==> src/rtl/pil_pkg.sv <==
package pil_pkg;

  // Operation carried in the low bits of each input item
  typedef enum logic [1:0] {
    MODE_APPEND = 2'd0,
    MODE_INSERT = 2'd1,
    MODE_ERASE  = 2'd2,
    MODE_READ   = 2'd3
  } mode_e;

  typedef enum logic [1:0] {
    ST_OK    = 2'd0,
    ST_RANGE = 2'd1,
    ST_FULL  = 2'd2
  } status_e;

  localparam int unsigned DataW = 32;

  // Broadcast to every cell; the position travels alongside
  typedef struct packed {
    logic ins;  // write at position, cells above take left neighbour
    logic era;  // cells at or above position take right neighbour
  } cmd_t;

endpackage

==> src/rtl/pil_cell.sv <==
module pil_cell #(
  parameter int unsigned Idx  = 0,
  parameter int unsigned CntW = 5
) (
  input  logic                     clk_i,
  input  pil_pkg::cmd_t            cmd_i,
  input  logic [CntW-1:0]          pos_i,
  input  logic [pil_pkg::DataW-1:0] val_i,
  input  logic [pil_pkg::DataW-1:0] left_i,
  input  logic [pil_pkg::DataW-1:0] right_i,
  output logic [pil_pkg::DataW-1:0] data_o
);
  import pil_pkg::*;

  localparam logic [CntW-1:0] MyIdx = CntW'(Idx);

  logic [DataW-1:0] data_d, data_q;
  logic             at_pos, above;

  assign at_pos = (pos_i == MyIdx);
  assign above  = (MyIdx > pos_i);

  always_comb begin
    data_d = data_q;
    if (cmd_i.ins) begin
      if (at_pos) begin
        data_d = val_i;
      end else if (above) begin
        data_d = left_i;
      end
    end else if (cmd_i.era) begin
      if (at_pos || above) begin
        data_d = right_i;
      end
    end
  end

  // payload only, no reset
  always_ff @(posedge clk_i) begin
    data_q <= data_d;
  end

  assign data_o = data_q;

endmodule

==> src/rtl/positional_insert_erase_list.sv <==
// Positional insert/erase list: an ordered list of signed 32-bit entries held
// in a row of cells, one cell per entry, CAPACITY cells in all.
// Input channel (s_axis): one item per operation - append, insert at a
// position, erase at a position, or read at a position.
// Output channel (m_axis): exactly one item per input item, carrying the read
// value (zero unless a read succeeds), the entry count after the operation
// and a status (ok, position out of range, list full).
// The result is registered and appears in the cycle after the input item is accepted.
// Throughput: one item per cycle while the output is not stalled. Insert and
// erase shift the entries from the position onward by one place, each cell
// loading from a neighbour; a read selects one cell through the read mux.
// Stall: the output register holds its item while m_axis_tready_i is low,
// and s_axis_tready_o then drops until the item is taken, so nothing is lost.
// Reset: the count clears to zero and the output register empties; cell
// contents are left as they are, since no entry is read before it is
// written.
module positional_insert_erase_list #(
  parameter int unsigned CAPACITY = 16
) (
  input  logic clk_i,
  input  logic rst_ni,
  input  logic s_axis_tvalid_i,
  output logic s_axis_tready_o,
  // mode[1:0], position[CntW+1:2], value[CntW+33:CntW+2], zero pad
  input  logic [((2 + $clog2(CAPACITY + 1) + 32 + 7) / 8) * 8 - 1:0] s_axis_tdata_i,
  output logic m_axis_tvalid_o,
  input  logic m_axis_tready_i,
  // read_value[31:0], count[CntW+31:32], status[CntW+33:CntW+32], zero pad
  output logic [((2 + $clog2(CAPACITY + 1) + 32 + 7) / 8) * 8 - 1:0] m_axis_tdata_o
);
  import pil_pkg::*;

  localparam int unsigned CntW = $clog2(CAPACITY + 1);
  localparam int unsigned IdxW = $clog2(CAPACITY);
  localparam int unsigned BusW = ((2 + CntW + DataW + 7) / 8) * 8;
  localparam logic [CntW-1:0] CapCnt = CntW'(CAPACITY);

  // input unpacking
  mode_e              mode;
  logic [CntW-1:0]    pos;
  logic [DataW-1:0]   val;
  logic               accept;

  assign mode   = mode_e'(s_axis_tdata_i[1:0]);
  assign pos    = s_axis_tdata_i[2 +: CntW];
  assign val    = s_axis_tdata_i[2 + CntW +: DataW];
  assign accept = s_axis_tvalid_i && s_axis_tready_o;

  logic [CntW-1:0]  count_d, count_q;
  logic             full;
  logic [DataW-1:0] ent [CAPACITY];

  assign full = (count_q == CapCnt);

  // operation decode
  cmd_t             cmd;
  logic [CntW-1:0]  cmd_pos;
  status_e          st;
  logic [DataW-1:0] rd;

  always_comb begin
    cmd     = '0;
    cmd_pos = pos;
    st      = ST_OK;
    rd      = '0;
    count_d = count_q;
    unique case (mode)
      MODE_APPEND: begin
        // append is an insert at the current count
        cmd_pos = count_q;
        if (full) begin
          st = ST_FULL;
        end else begin
          cmd.ins = 1'b1;
          count_d = count_q + 1'b1;
        end
      end
      MODE_INSERT: begin
        // range check before full check
        if (pos > count_q) begin
          st = ST_RANGE;
        end else if (full) begin
          st = ST_FULL;
        end else begin
          cmd.ins = 1'b1;
          count_d = count_q + 1'b1;
        end
      end
      MODE_ERASE: begin
        if (pos >= count_q) begin
          st = ST_RANGE;
        end else begin
          cmd.era = 1'b1;
          count_d = count_q - 1'b1;
        end
      end
      MODE_READ: begin
        if (pos >= count_q) begin
          st = ST_RANGE;
        end else begin
          rd = ent[pos[IdxW-1:0]];
        end
      end
    endcase
  end

  cmd_t cell_cmd;
  assign cell_cmd = accept ? cmd : '0;

  // row of cells; each loads from a neighbour on insert and erase
  for (genvar g = 0; g < CAPACITY; g++) begin : g_cell
    logic [DataW-1:0] left, right;
    if (g == 0) begin : g_first
      assign left = '0;
    end else begin : g_left
      assign left = ent[g-1];
    end
    if (g == CAPACITY - 1) begin : g_last
      assign right = '0;
    end else begin : g_right
      assign right = ent[g+1];
    end
    pil_cell #(
      .Idx  (g),
      .CntW (CntW)
    ) u_cell (
      .clk_i   (clk_i),
      .cmd_i   (cell_cmd),
      .pos_i   (cmd_pos),
      .val_i   (val),
      .left_i  (left),
      .right_i (right),
      .data_o  (ent[g])
    );
  end

  always_ff @(posedge clk_i or negedge rst_ni) begin
    if (!rst_ni) begin
      count_q <= '0;
    end else if (accept) begin
      count_q <= count_d;
    end
  end

  // output register
  logic            out_valid_q;
  logic [BusW-1:0] out_data_d, out_data_q;

  always_comb begin
    out_data_d                     = '0;
    out_data_d[DataW-1:0]          = rd;
    out_data_d[DataW +: CntW]      = count_d;
    out_data_d[DataW + CntW +: 2]  = st;
  end

  assign s_axis_tready_o = !out_valid_q || m_axis_tready_i;

  always_ff @(posedge clk_i or negedge rst_ni) begin
    if (!rst_ni) begin
      out_valid_q <= 1'b0;
    end else if (s_axis_tready_o) begin
      out_valid_q <= s_axis_tvalid_i;
    end
  end

  always_ff @(posedge clk_i) begin
    if (accept) begin
      out_data_q <= out_data_d;
    end
  end

  assign m_axis_tvalid_o = out_valid_q;
  assign m_axis_tdata_o  = out_data_q;

  // checks
  a_count_cap : assert property (@(posedge clk_i) disable iff (!rst_ni)
    count_q <= CapCnt)
    else $error("entry count above capacity");

  a_result_follows : assert property (@(posedge clk_i) disable iff (!rst_ni)
    accept |=> m_axis_tvalid_o)
    else $error("accepted item produced no result");

  a_count_matches : assert property (@(posedge clk_i) disable iff (!rst_ni)
    accept |=> (m_axis_tdata_o[DataW +: CntW] == count_q))
    else $error("reported count differs from held count");

  a_err_zero : assert property (@(posedge clk_i) disable iff (!rst_ni)
    (m_axis_tvalid_o && (m_axis_tdata_o[DataW + CntW +: 2] != ST_OK))
      |-> (m_axis_tdata_o[DataW-1:0] == '0))
    else $error("failed operation returned a non-zero value");

endmodule

==> config.mk <==
export PLATFORM = sky130hd
export DESIGN_NAME = positional_insert_erase_list
export DESIGN_NICKNAME = d
export VERILOG_FILES = /design/src/rtl/pil_pkg.sv /design/src/rtl/pil_cell.sv /design/src/rtl/positional_insert_erase_list.sv
export SDC_FILE = /design/constraint.sdc
export NUM_CORES = 1
export LEC_CHECK = 0
export ABC_CLOCK_PERIOD_IN_PS = 8650
export BUFFER_PORTS_ARGS = -buffer_cell sky130_fd_sc_hd__buf_4
export CORE_ASPECT_RATIO = 1.75
export CORE_MARGIN = 2
export CORE_UTILIZATION = 58
export CTS_CLUSTER_SIZE = 12
export DETAILED_ROUTE_END_ITERATION = 8
export GPL_TIMING_DRIVEN = 0
export PLACE_DENSITY_LB_ADDON = 0.25
export RECOVER_POWER = 50
export SLEW_MARGIN = 20
export SYNTH_ARGS = -nofsm -noshare
export SYNTH_HDL_FRONTEND = slang
export SYNTH_HIERARCHICAL = 1
export SYNTH_SLANG_ARGS = --single-unit
==> constraint.sdc <==
create_clock -name clk_i -period 8.65 [get_ports clk_i]
set_input_delay 1.73 -clock clk_i [delete_from_list [all_inputs] [get_ports clk_i]]
set_output_delay 1.73 -clock clk_i [all_outputs]
set_load 0.01 [all_outputs]
======== After elaboration in Yosys (flattened, before gate mapping) ========
Cells that the tools add are included.
word-level totals
  bits in registers ....................... 557
  latch bits .............................. 0
  bits in writable memories ............... 0
  ROM bits ................................ 0
  input port bits ......................... 44
  output and inout bits ................... 42
  word-level logic and storage cells ...... 232
  memories ................................ 0
operators by class
  $add $sub $neg .......................... 2
  $mul .................................... 0
  divide/modulo/power cells ............... 0
  $lt $le $gt $ge ......................... 19
  equal/unequal tests ..................... 35
  shift-type cells ........................ 0
  multiplexer cells ....................... 98
  bitwise gates (word level) .............. 2
  reductions and logical operators ........ 56
operators by type and width
  operator             count
  $mux 32              82
  $bmux 32 s4          1
  $ne 3x1->1 const B   16
  $reduce_and 3->1     16
  $eq 5x4->1 const B   8
  $gt 4x5->1 const A   8
  $reduce_bool 2->1    17
  $eq 5x3->1 const B   4
  $gt 3x5->1 const A   4
  $mux 5               4
  $logic_or 1x1->1     17
  $pmux 5 s3           1
  $eq 5x2->1 const B   2
  $gt 1x5->1 const A   2
  $gt 2x5->1 const A   2
  $mux 2               3
  $pmux 2 s3           1
  $add 5x1->5 const B  1
  $eq 5x1->1 const B   1
  $eq 5x5->1 const B   1
  $ge 5x5->1           1
  $ge 5x5->1 const B   1
  $gt 5x5->1           1
  $logic_not 5->1      1
  other kinds (11)     17

======== Depth between registers and ports, before layout ========
  word-level depth ........................ 7
  mapped depth ............................ 12

======== Hierarchy ========
Netlist, hierarchy kept.
by module, submodules not included
  module                            instances  cells each  area an instance (um^2)
  positional_insert_erase_list      1          378         5983.2
  pil_cell (g_cell[1].u_cell ...)   2          185         1761.7
  pil_cell (g_cell[13].u_cell ...)  2          186         1760.4
  pil_cell (g_cell[11].u_cell)      1          215         1944.4
  pil_cell (g_cell[15].u_cell)      1          215         1878.1
  pil_cell (g_cell[12].u_cell)      1          186         1851.8
  pil_cell (g_cell[6].u_cell)       1          186         1814.2
  pil_cell (g_cell[2].u_cell)       1          186         1800.5
  pil_cell (g_cell[10].u_cell)      1          187         1783.0
  pil_cell (g_cell[14].u_cell)      1          186         1778.0
  pil_cell (g_cell[7].u_cell)       1          186         1766.7
  pil_cell (g_cell[8].u_cell)       1          186         1762.9
  pil_cell (g_cell[4].u_cell)       1          187         1761.7
  pil_cell (g_cell[0].u_cell)       1          185         1757.9
  pil_cell (g_cell[3].u_cell)       1          186         1754.2

======== Least setup slack after synthesis ========
OpenSTA, ideal clock, no wires.
  path kind ............................... input port to flip-flop
  start point ............................. in s_axis_tdata_i[2]
  end point ............................... reg g_cell[5].u_cell.data_q[0], enable pin
  data arrival time ....................... 9033 ps
  slack ................................... -977 ps
  cell stages on the path ................. 9
  path through ............................ buf_6 -> buf_6 -> inv_1 -> ha_1 -> nand2b_1 -> a211o_1 -> nor3_1 -> nor2_1 -> a2111oi_0
RTL lines
  element               line                                text
  from (decl)           positional_insert_erase_list.sv:25  input logic [((2 + $clog2(CAPACITY + 1) + 32 + 7) / 8) * 8 - 1:0] s_axis_tdata_i,
  to (signal assigned)  pil_cell.sv:40                      data_q <= data_d;
  to (decl)             pil_cell.sv:17                      logic [DataW-1:0] data_d, data_q;

==> impl_metrics.yaml <==
yosys:
  yosysWarnings: 6
  synth_common_cells: "edfxtp_1, nor2_1, a31oi_1, nand3_1, o21ai_1"
  synthFlopType: "edfxtp_1"
  synthCells: 3411
  synth_seq_cells: 557
  synth_top_area_cell: "edfxtp_1"
  yosysUniqueCellTypes: 70
  seq_area_frac_synth_pct: 48.1
  avgSynthCellArea_sq_um: 10.2
  syn-cell-area_sq_mm: 0.0347
  async_flop_share_pct: 1.08
  ys_top_cells_by_area: "edfxtp_1, mux4_2, a31oi_1"
  yosysMostFrequentCell: "edfxtp_1"
  yosys.area.top_type_share_pct: 47.7
  synth_edf_count: 551
floorplan:
  core_sq_mm: 0.0592
  dieArea_sq_mm: 0.0618
  die_h_um: 327
  io_pins: 86
  num_rows: 118
  start_util_pct: 58.6
  die_w_um: 189
global_route:
  grtUsageTotal_pct: 37.9
  grt_pass1_wl_mm: 176
  grt_max_degree: 41
  antenna_found_initial: 4
  grt_pass1_vias: 30699
  grt.overflow.total: 0
setup_path:
  crit_arrival_ns: 7.45
  reg2reg_to: "g_cell[14].u_cell/data_o[20]$_DFFE_PP_"
  worstPathRequired_ns: 8.97
  startpoint_type: "input port"
  crit_path_max_incr_delay_ns: 1.16
  r2r_start: "m_axis_tvalid_o$_DFFE_PN0N_"
  crit_path_end_kind: "flip-flop"
  r2r_slack_ns: 2.63
  crit_family: "buffers and inverters"
  cp_max_fo: 33
  critical_path_class: "in2reg"
  crit_buf_inv: 5
  cp_slowest_cell: "a211oi_1"
  path_cells: "buf_6, clkbuf_1, inv_1, ha_1, a21boi_0, o21ai_0, and3_2, clkbuf_1, nor2_1, a211oi_1, buf_6"
  ff2ff_path_depth: 9
finish:
  utilization_pct: 64.9
  drive_gt1_share_pct: 13.9
  regArea_sq_mm: 0.0167
  areaGrowthSynthToFinish_pct: 10.8
  multiInputGateArea_sq_mm: 0.0160
  nNetsFinal: 3702
  n_fill_cell: 4909
route:
  ant_nets: 0
  first_pass_iters: 7
  drt_drc_violations_left: 0
  num_vias: 29886
  wl_per_cell_um: 26.4
  drt_wl_total_mm: 118
  via_per_inst: 6.70
  drtIter0Drc: 3568
clocking:
  cts_sinks: 557
  htree_levels: 2
  cts_setup_buffers: 0
  cts_tree: "built"
  hold_buffers: 0
  cts_buffers: 54
  root_buffer: "clkbuf_16"
  clk_pin_slew_ns: 0.06
  clk_path_buf_depth: 3
  clk-insertion-delay-late_ns: 0.63
  ctsResizeCount: 0
pwr:
  power_density_mw_per_mm2: 209
  leakagePower_uw: 0.0122
  total_power_uw: 8030
  vdd_drop_max_uv: 149
sta:
  finalMaxSlewViolations: 26
  finClkSkew_ns: 0.0123
  finalSetupTns_ns: 0
  period_share_pct: 82.4
  rsz0062_at_grt: "false"
  worst_pin_slew_ns: 1.50
  relSlewSlack_pct: -0.0997
  clock.fmax_mhz: 140
  finalCriticalPeriod_ns: 7.13
  final-hold-violation-count: 0
  finalSetupViolCount: 0
run:
  drv_cap: 1
place:
  dp_hpwl_mm: 93.0
  place.port_buffers: 82
  finalWeightedCongestion: 0.966
status:
  outcome: "finished, violations left"
  violations: "max-capacitance violations, max-slew violations"
hold_path:
  worstHoldPathCells: 2
  min_to: "m_axis_tvalid_o$_DFFE_PN0N_"
  min-delay-start: "m_axis_tvalid_o$_DFFE_PN0N_"
  worst_hold_path_type: "reg2reg"
[kinds of logic (layout without fill, tap and decap cells)]
family / Yosys count / after routing / share of synthesized area [%]
and+or+nand+nor: 1137 / 1137 / 15.9
xor gates and xnor gates: 6 / 6 / 0.152
other: 1 / 67 / 0.0108
muxes: 166 / 166 / 10.6
adders and majority gates: 7 / 7 / 0.253
DFF: 557 / 557 / 48.1
AOI/OAI and AO/OA: 1097 / 1097 / 18.2
buffers and inverters: 440 / 645 / 6.68
[metal layers]
| layer | vias to the layer above | GRT usage [%] | routed length (um) |
|---|---|---|---|
| met2 | 1770 | 69.1 | 61400 |
| li1 | 13544 | - | - |
| met5 | - | 0 | 46 |
| met3 | 425 | 4.80 | 9610 |
| met4 | 6 | 30.1 | 10700 |
| met1 | 14141 | 38.9 | 36100 |
[worst max-delay path by stage]
| stage | startpoint | to | slack, ns | cells past startpoint |
|---|---|---|---|---|
| after floorplan | s_axis_tdata_i[2] | g_cell[5].u_cell/data_o[0]$_DFFE_PP_ | 0.58 | 9 |
| after global placement | s_axis_tdata_i[2] | g_cell[5].u_cell/data_o[16]$_DFFE_PP_ | -2.62 | 9 |
| after detailed placement | s_axis_tdata_i[6] | g_cell[5].u_cell/data_o[15]$_DFFE_PP_ | 2.39 | 13 |
| after CTS | s_axis_tdata_i[6] | g_cell[5].u_cell/data_o[18]$_DFFE_PP_ | 3.04 | 13 |
| after global routing | s_axis_tdata_i[2] | g_cell[14].u_cell/data_o[13]$_DFFE_PP_ | 1.35 | 11 |
| final | s_axis_tdata_i[2] | g_cell[14].u_cell/data_o[20]$_DFFE_PP_ | 1.52 | 11 |
[power breakdown]
group          switching (uW)  internal, uW  leakage [uW]
clock                    1030          1190      0.000741
combinational            1640           762       0.00636
sequential                127          3290       0.00508
total                    2790          5240        0.0122
[tightest hold or removal path, stage by stage (launching register included)]
cell and delay (ns):
dfrtp_1 0.36, nand2b_1 0.10, nand2b_1 0.09
[cell type report]
| cell class | instances | share of cell area, % |
|---|---|---|
| Clock inverter | 7 | 0.0716 |
| Timing Repair Buffer | 120 | 2.39 |
| Clock buffer | 78 | 3.92 |
| Sequential cell | 557 | 43.5 |
| Buffer | 363 | 5.22 |
| Tap cell | 780 | 2.54 |
| Multi-Input combinational cell | 2478 | 41.6 |
| Inverter | 77 | 0.752 |
| Antenna cell | 2 | 0.0130 |
[sequential cells by signal (all words and copies together) (netlist names)]
signal,flops
g_cell.u_cell/data_o,512
count_q,5
m_axis_tdata_o,39
m_axis_tvalid_o,1
[stage by stage]
| stage | hold WS, ns | instances | cell area, sq um | setup slack (ns) |
|---|---|---|---|---|
| after floorplan | 0.536 | 3475 | 34900 | 0.575 |
| after global placement | 0.530 | 4337 | 36500 | -2.62 |
| after detailed placement | 0.593 | 4375 | 37200 | 2.39 |
| after CTS | 0.602 | 4460 | 38700 | 3.04 |
| after global routing | 0.637 | 4460 | 38400 | 1.35 |
| final | 0.587 | 4462 | 38400 | 1.52 |
[layout by cell type, fill, tap and decap left out, drive strengths merged, types with 5 or more instances in the layout]
cell / count
nor2b: 35
mux4: 160
clkbuf: 314
nand2: 13
ha: 7
o31a: 32
conb: 65
clkinv: 7
buf: 247
nand3: 390
xnor2: 6
inv: 77
dfrtp: 6
a31oi: 482
o21ai: 519
nand3b: 65
nor3: 10
a211oi: 8
nand2b: 5
or3: 36
nor2: 547
edfxtp: 551
a21oi: 41
Note: power is estimated with default switching activity, not from simulation.
